[src/design/sfpr_pkg.sv]
// Shared types, constants and helpers for the SysEx firmware page receiver.
// No dependencies; imported by every module of the block.
package sfpr_pkg;

	localparam int PAGE_SIZE  = 256;
	localparam int FILL_W     = $clog2(PAGE_SIZE + 3);
	localparam int IDX_W      = 9;
	localparam int STEP_W     = 10;
	localparam int ADDR_W     = 16;
	localparam int HDR_LEN    = 7;

	// Depth of the queue between front and back, and of the result queue.
	localparam int QDEPTH     = 4;
	localparam int QPTR_W     = $clog2(QDEPTH);
	localparam int ODEPTH     = 2;
	localparam int OPTR_W     = $clog2(ODEPTH);

	localparam logic [7:0] BYTE_SYX_END = 8'hF7;
	localparam logic [7:0] BYTE_SYX_ST  = 8'hF0;
	localparam logic [6:0] CMD_RESET    = 7'h7F;
	localparam logic [6:0] CMD_PAGE     = 7'h7E;
	localparam logic [6:0] CMD_SUB      = 7'h00;

	typedef enum logic [1:0] {
		CLS_DATA,    // 0x00..0x7F
		CLS_STATUS,  // 0x80..0xF0
		CLS_END,     // 0xF7
		CLS_RT       // realtime, dropped
	} class_t;

	typedef enum logic [2:0] {
		PH_HEADER  = 3'd0,
		PH_COMMAND = 3'd1,
		PH_DATA    = 3'd2,
		PH_RESET   = 3'd3,
		PH_ERROR   = 3'd4
	} phase_t;

	typedef enum logic [2:0] {
		EV_NONE   = 3'd0,
		EV_DATA   = 3'd1,
		EV_COMMIT = 3'd2,
		EV_RESET  = 3'd3,
		EV_ERROR  = 3'd4
	} event_t;

	typedef struct packed {
		class_t     cls;
		logic [7:0] data;
	} item_t;

	typedef struct packed {
		event_t              ev;
		logic [7:0]          dbyte;
		logic [IDX_W-1:0]    idx;
		logic [ADDR_W-1:0]   addr;
	} result_t;

	// Expected SysEx header: F0 29 'G' 'A' 'L' 00 00
	function automatic logic [7:0] hdr_byte(input logic [2:0] pos);
		logic [7:0] r;
		unique case (pos)
			3'd0:    r = 8'hF0;
			3'd1:    r = 8'h29;
			3'd2:    r = 8'h47;
			3'd3:    r = 8'h41;
			3'd4:    r = 8'h4C;
			default: r = 8'h00;
		endcase
		return r;
	endfunction

endpackage

[src/design/sfpr_front.sv]
// Front end: accepts MIDI bytes, classifies them and queues them for the back end.
// Depends on sfpr_pkg.
module sfpr_front (
	input  logic           clk,
	input  logic           arst_n,
	input  logic [7:0]     rx_byte,
	input  logic           push,
	output logic           full,
	output sfpr_pkg::item_t q_item,
	output logic           q_valid,
	input  logic           q_take
);
	import sfpr_pkg::*;

	item_t                 cls_item;
	item_t                 queue_q [QDEPTH];
	logic [QPTR_W-1:0]     wr_ptr_q;
	logic [QPTR_W-1:0]     rd_ptr_q;
	logic [QPTR_W:0]       cnt_q;
	logic                  wr_en;
	logic                  rd_en;

	always_comb begin
		cls_item.data = rx_byte;
		if (rx_byte == BYTE_SYX_END) begin
			cls_item.cls = CLS_END;
		end else if (rx_byte > BYTE_SYX_ST) begin
			cls_item.cls = CLS_RT;
		end else if (rx_byte[7]) begin
			cls_item.cls = CLS_STATUS;
		end else begin
			cls_item.cls = CLS_DATA;
		end
	end

	assign full    = (cnt_q == (QPTR_W+1)'(QDEPTH));
	assign q_valid = (cnt_q != '0);
	assign wr_en   = push && !full;
	assign rd_en   = q_take && q_valid;
	assign q_item  = queue_q[rd_ptr_q];

	always_ff @(posedge clk) begin
		if (wr_en) begin
			queue_q[wr_ptr_q] <= cls_item;
		end
	end

	always_ff @(posedge clk or negedge arst_n) begin
		if (!arst_n) begin
			wr_ptr_q <= '0;
			rd_ptr_q <= '0;
			cnt_q    <= '0;
		end else begin
			if (wr_en) begin
				wr_ptr_q <= wr_ptr_q + 1'b1;
			end
			if (rd_en) begin
				rd_ptr_q <= rd_ptr_q + 1'b1;
			end
			cnt_q <= cnt_q + (QPTR_W+1)'(wr_en) - (QPTR_W+1)'(rd_en);
		end
	end

endmodule

[src/design/sfpr_back.sv]
// Back end: header/command/data parser state machine and the result queue.
// Depends on sfpr_pkg; fed by sfpr_front.
module sfpr_back (
	input  logic                   clk,
	input  logic                   arst_n,
	input  sfpr_pkg::item_t        q_item,
	input  logic                   q_valid,
	output logic                   q_take,
	output logic                   empty,
	input  logic                   pop,
	output logic [2:0]             event_res,
	output logic [7:0]             data_byte,
	output logic [sfpr_pkg::IDX_W-1:0]  byte_index,
	output logic [sfpr_pkg::ADDR_W-1:0] page_address
);
	import sfpr_pkg::*;

	phase_t               phase_q, phase_d;
	logic [STEP_W-1:0]    step_q, step_d, step_inc;
	logic [6:0]           cmd1_q, cmd1_d;
	logic [6:0]           cmd2_q, cmd2_d;
	logic [3:0]           hi_q, hi_d;
	logic [FILL_W-1:0]    fill_q, fill_d;
	logic [7:0]           sum_q, sum_d;
	logic [7:0]           last_q, last_d;
	logic [ADDR_W-1:0]    base_q, base_d;
	logic [7:0]           full_byte;
	result_t              res;

	result_t              oq_q [ODEPTH];
	logic [OPTR_W-1:0]    owr_q;
	logic [OPTR_W-1:0]    ord_q;
	logic [OPTR_W:0]      ocnt_q;
	logic                 ofull;
	logic                 opop;

	assign ofull  = (ocnt_q == (OPTR_W+1)'(ODEPTH));
	assign q_take = q_valid && !ofull;
	assign empty  = (ocnt_q == '0);
	assign opop   = pop && !empty;

	assign step_inc  = step_q + 1'b1;
	assign full_byte = {hi_q, q_item.data[3:0]};

	always_comb begin
		phase_d   = phase_q;
		step_d    = step_q;
		cmd1_d    = cmd1_q;
		cmd2_d    = cmd2_q;
		hi_d      = hi_q;
		fill_d    = fill_q;
		sum_d     = sum_q;
		last_d    = last_q;
		base_d    = base_q;
		res.ev    = EV_NONE;
		res.dbyte = '0;
		res.idx   = '0;
		res.addr  = base_q;
		if (q_item.cls != CLS_RT) begin
			unique case (phase_q)
				PH_HEADER: begin
					if (q_item.data == hdr_byte(step_q[2:0])) begin
						if (step_q == STEP_W'(HDR_LEN - 1)) begin
							step_d  = '0;
							phase_d = PH_COMMAND;
						end else begin
							step_d = step_inc;
						end
					end else begin
						// no retry of the offending byte as a header start
						step_d = '0;
					end
				end
				PH_COMMAND: begin
					if (q_item.cls == CLS_DATA) begin
						if (step_q == '0) begin
							cmd1_d = q_item.data[6:0];
							step_d = STEP_W'(1);
						end else begin
							cmd2_d  = q_item.data[6:0];
							step_d  = '0;
							fill_d  = '0;
							sum_d   = '0;
							phase_d = PH_DATA;
						end
					end else begin
						phase_d = PH_HEADER;
						step_d  = '0;
					end
				end
				PH_DATA: begin
					if (q_item.cls == CLS_DATA) begin
						if (step_q[0]) begin
							if (fill_q < FILL_W'(PAGE_SIZE)) begin
								sum_d = sum_q + full_byte;
							end
							last_d    = full_byte;
							res.ev    = EV_DATA;
							res.dbyte = full_byte;
							res.idx   = IDX_W'(fill_q);
							if (fill_q < FILL_W'(PAGE_SIZE + 2)) begin
								fill_d = fill_q + 1'b1;
							end
						end else begin
							hi_d = q_item.data[3:0];
						end
						// wrap skips zero so "no data yet" stays distinct
						step_d = (step_inc == '0) ? STEP_W'(2) : step_inc;
					end else if (q_item.cls == CLS_END) begin
						if (cmd1_q == CMD_RESET && cmd2_q == CMD_SUB && step_q == '0) begin
							res.ev  = EV_RESET;
							phase_d = PH_RESET;
						end else if (fill_q == FILL_W'(PAGE_SIZE + 1) && cmd1_q == CMD_PAGE
								&& cmd2_q == CMD_SUB && last_q == sum_q) begin
							res.ev  = EV_COMMIT;
							base_d  = base_q + ADDR_W'(PAGE_SIZE);
							phase_d = PH_HEADER;
						end else begin
							res.ev  = EV_ERROR;
							phase_d = PH_ERROR;
						end
						step_d = '0;
					end
				end
				default: begin
					// reset done / error: sticky, every beat yields no event
				end
			endcase
		end
	end

	always_ff @(posedge clk or negedge arst_n) begin
		if (!arst_n) begin
			phase_q <= PH_HEADER;
			step_q  <= '0;
			cmd1_q  <= '0;
			cmd2_q  <= '0;
			hi_q    <= '0;
			fill_q  <= '0;
			sum_q   <= '0;
			last_q  <= '0;
			base_q  <= '0;
		end else if (q_take) begin
			phase_q <= phase_d;
			step_q  <= step_d;
			cmd1_q  <= cmd1_d;
			cmd2_q  <= cmd2_d;
			hi_q    <= hi_d;
			fill_q  <= fill_d;
			sum_q   <= sum_d;
			last_q  <= last_d;
			base_q  <= base_d;
		end
	end

	always_ff @(posedge clk) begin
		if (q_take) begin
			oq_q[owr_q] <= res;
		end
	end

	always_ff @(posedge clk or negedge arst_n) begin
		if (!arst_n) begin
			owr_q  <= '0;
			ord_q  <= '0;
			ocnt_q <= '0;
		end else begin
			if (q_take) begin
				owr_q <= owr_q + 1'b1;
			end
			if (opop) begin
				ord_q <= ord_q + 1'b1;
			end
			ocnt_q <= ocnt_q + (OPTR_W+1)'(q_take) - (OPTR_W+1)'(opop);
		end
	end

	assign event_res    = oq_q[ord_q].ev;
	assign data_byte    = oq_q[ord_q].dbyte;
	assign byte_index   = oq_q[ord_q].idx;
	assign page_address = oq_q[ord_q].addr;

endmodule

[src/design/sysex_firmware_page_receiver_top.sv]
// Top level of the SysEx firmware page receiver.
// Depends on sfpr_pkg, sfpr_front and sfpr_back.
//
// Accepts one MIDI byte per beat and returns exactly one result per byte, in
// order: event, assembled page byte with its index, and the current page
// address. Sustained rate is one byte per cycle in both directions while no
// stall holds it; a result becomes visible once its byte, accepted into the
// 4-deep classified-byte queue, has been consumed by the parser and written
// into the 2-deep result queue. Either side may stall freely: the byte queue
// absorbs result-side stalls until it fills, then full rises.
// After a reset request or an error the parser stays put until arst_n; all
// later bytes still produce a result with event 0.
module sysex_firmware_page_receiver_top (
	input  logic        clk,
	input  logic        arst_n,
	input  logic [7:0]  rx_byte,
	input  logic        push,
	output logic        full,
	output logic        empty,
	input  logic        pop,
	output logic [2:0]  event_res,
	output logic [7:0]  data_byte,
	output logic [8:0]  byte_index,
	output logic [15:0] page_address
);
	import sfpr_pkg::*;

	item_t q_item;
	logic  q_valid;
	logic  q_take;

	sfpr_front u_front (
		.clk     (clk),
		.arst_n  (arst_n),
		.rx_byte (rx_byte),
		.push    (push),
		.full    (full),
		.q_item  (q_item),
		.q_valid (q_valid),
		.q_take  (q_take)
	);

	sfpr_back u_back (
		.clk          (clk),
		.arst_n       (arst_n),
		.q_item       (q_item),
		.q_valid      (q_valid),
		.q_take       (q_take),
		.empty        (empty),
		.pop          (pop),
		.event_res    (event_res),
		.data_byte    (data_byte),
		.byte_index   (byte_index),
		.page_address (page_address)
	);

endmodule

[config.mk]
export PLATFORM = sky130hd
export DESIGN_NAME = sysex_firmware_page_receiver_top
export DESIGN_NICKNAME = d
export VERILOG_FILES = /design/src/design/sfpr_pkg.sv /design/src/design/sfpr_front.sv /design/src/design/sfpr_back.sv /design/src/design/sysex_firmware_page_receiver_top.sv
export SDC_FILE = /design/constraint.sdc
export NUM_CORES = 1
export LEC_CHECK = 0
export CORE_MARGIN = 4
export CORE_UTILIZATION = 40
export DETAILED_ROUTE_END_ITERATION = 7
export DONT_BUFFER_PORTS = 1
export PLACE_DENSITY = 0.5
export REMOVE_ABC_BUFFERS = 1
export SLEW_MARGIN = 5
export SYNTH_ARGS = -nofsm -noshare
export SYNTH_HDL_FRONTEND = slang
export SYNTH_SLANG_ARGS = --single-unit
[constraint.sdc]
create_clock -name clk -period 3.8 [get_ports clk]
set_input_delay 0.76 -clock clk [delete_from_list [all_inputs] [get_ports clk]]
set_output_delay 0.76 -clock clk [all_outputs]
set_load 0.1 [all_outputs]
==> metrics.yaml <==
vias_per_cell: 5.306
path_max_fanout: 13
peakVddDrop_mv: 0.3977
postLayoutCoreUtil_pct: 45.37
setup_viol: 0
synth-edff-count: 96
cts_tree: "yes"
holdWs_ps: 29.96
worst_pin_slew_ps: 697.0
gp_congestion: 0.7691
ctsResizeCount: 0
grt_pass1_wl_um: 26370
die_x_um: 150.4
max-slew-margin-rel_pct: 53.11
cp.required_ps: 4120
hpwlAfterDp_um: 11060
clk_pin_slew_ps: 70
synthArstFlopShare_pct: 43.86
placed_area_sq_mm: 0.008396
clkLatencyLatePin_ps: 420
grt_max_degree: 76
ys_types: 68
grt_usage_pct: 15.15
tns_ps: 0
cp-start-kind: "flop"
rsz0062_at_grt: "no"
drv_slew: 0
clkSinkCount: 171
layout-drive-gt1-share_pct: 18.96
max-cap-violations: 0
synth-seq-cells: 171
yosysSeqAreaShare_pct: 58.69
synthCells: 597
min_path_type: "primary input to async pin"
crit_arrival_ps: 3380
worstSetupEndpointType: "flop"
grt_overflow: 0
port_buffers: 0
syn_area_sq_mm: 0.008109
status: "completed"
reg2reg_slack_ps: 740
powerDensity_mw_per_mm2: 833.6
design_area_sq_mm: 0.008946
area_growth_syn_to_layout_pct: 10.32
grt_pass1_vias: 4843
drtAntennaViolNets: 0
root_buffer: "clkbuf_16"
wirelength_um: 16080
core_sq_mm: 0.01972
cts_buffer_depth: 2
fin_skew_ps: 12.76
htreeDepth: 4
first_iter_violations: 186
drcViolationCount: 0
io_pins: 50
power.total_mw: 7.457
firstDrtPassIters: 4
p_leak_nw: 3.644
vias: 4680
grt_antenna_before_repair: 0
synth_top_cells_by_count: "edfxtp_1, dfrtp_1, mux2_2"
synthFlopType: "edfxtp_1"
min_period_over_period_pct: 80.51
synth.most_common_cell: "edfxtp_1"
fin_crit_ps: 3059
hold_viol: 0
fmax_mhz: 326.9
die_area_sq_mm: 0.02261
critPathKind: "flop to flop"
ys_warn_count: 0
antenna_cells: 0
synth.avg_cell_area_sq_um: 13.58
numCtsBuffers: 17
num_rows: 51
synthTopCellsByArea: "edfxtp_1, dfrtp_1, mux2_2"
yosysTopAreaCell: "edfxtp_1"
die_h_um: 150.4
synth_top_cell_area_share_pct: 35.55
nets: 641
wl_per_cell_um: 18.24
initial_core_util_pct: 41.13
layer usage:
layer	up-vias	part of all wire, %	routed length, um	GRT usage, %
met5	-	0	0	0
met4	0	1.5	247	4.529
met3	17	3.5	570	3.763
li1	2215	-	-	-
met2	76	50	7991	25.72
met1	2372	45	7274	19.20
cell families (layout without fill, tap and decap cells):
logic type	after synthesis	in the layout	synth area share, %
buffers and inverters	56	69	3.641
adders and majority gates	25	25	4.043
and+or+nand+nor	151	151	9.983
DFF	171	171	58.69
other	1	8	0.04624
muxes	68	68	11.20
AOI/OAI and AO/OA	77	77	7.206
xor gates and xnor gates	48	48	5.184
sequential cells by signal, summed over array words and instances (netlist names):
| name | cells |
|---|---|
| u_back.owr_q | 1 |
| u_back.fill_q | 9 |
| u_back.ocnt_q | 2 |
| u_back.cmd1_q | 7 |
| u_back.oq_q | 56 |
| u_back.phase_q | 3 |
| u_back.base_q | 8 |
| u_back.hi_q | 4 |
| u_back.ord_q | 1 |
| u_back.sum_q | 8 |
| u_back.last_q | 8 |
| u_front.rd_ptr_q | 2 |
| u_front.wr_ptr_q | 2 |
| u_back.cmd2_q | 7 |
| u_back.step_q | 10 |
| u_front.queue_q | 40 |
| u_front.cnt_q | 3 |
final timing paths:
kind / startpoint / end / cells past startpoint
max in group asynchronous: arst_n / u_back.sum_q[5] / 1
min in group clk: rx_byte[2] / u_front.queue_q[0][2] / 0
max reg2reg: u_front.rd_ptr_q[0] / u_back.fill_q[3] / 7
max: u_front.rd_ptr_q[0] / u_back.fill_q[3] / 7
min: arst_n / u_back.sum_q[6] / 0
min reg2reg: u_back.base_q[15] / u_back.base_q[15] / 1
report_power, final:
part	total [mW]	switching [mW]	internal (mW)	leakage, nW
Combinational	3.23	2.49	0.741	1.42
Clock	1.61	0.753	0.854	0.259
Sequential	2.62	0.165	2.45	1.96
Total	7.46	3.41	4.05	3.64
critical path, stage by stage, from the launching register on:
cell,delay [ps]
dfrtp_1,460
buf_4,230
mux4_1,660
nor2_1,250
and4b_1,580
o21ai_1,250
or2_2,340
o31ai_1,200
per-stage QoR:
step,cells,worst slack (ps)
global placement,849,789.7
CTS,881,712.2
global route,882,494.0
detailed placement,849,724.6
floorplan,569,-293.3
finish,882,740.6
placed cells by master (no fill, tap or decap), types with 3 or more instances in the layout:
| cell type | instances |
|---|---|
| a211o_1 | 3 |
| a211oi_1 | 3 |
| a21o_1 | 3 |
| a21oi_1 | 14 |
| a22o_1 | 3 |
| and2_1 | 9 |
| and3_1 | 22 |
| buf_4 | 14 |
| clkbuf_16 | 18 |
| clkinvlp_4 | 3 |
| conb_1 | 8 |
| dfrtp_1 | 75 |
| edfxtp_1 | 96 |
| ha_1 | 23 |
| inv_1 | 21 |
| inv_6 | 5 |
| mux2_2 | 55 |
| mux2i_1 | 3 |
| mux4_1 | 9 |
| nand2_1 | 30 |
| nand2b_1 | 6 |
| nand3_1 | 13 |
| nand4_1 | 11 |
| nor2_1 | 22 |
| nor2b_1 | 3 |
| nor3_1 | 6 |
| nor4_1 | 4 |
| o211ai_1 | 5 |
| o21ai_0 | 13 |
| o21bai_1 | 3 |
| o31ai_1 | 6 |
| or3_1 | 5 |
| or4_1 | 3 |
| xnor2_1 | 34 |
| xor2_1 | 14 |
what timing repair did:
action,CTS,global route
setup buffers,0,0
hold buffers,0,1
endpoints found under the hold margin,0,1
cell type report:
type                            count  area, sq um
Fill cell                        1789        10770
Sequential cell                   171         4760
Multi-Input combinational cell    377         3095
Clock buffer                       19        432.9
Tap cell                          265        331.6
Timing Repair Buffer               16        140.1
Clock inverter                     13        107.6
Inverter                           21        78.83
Note: power is estimated with default switching activity, not from simulation.
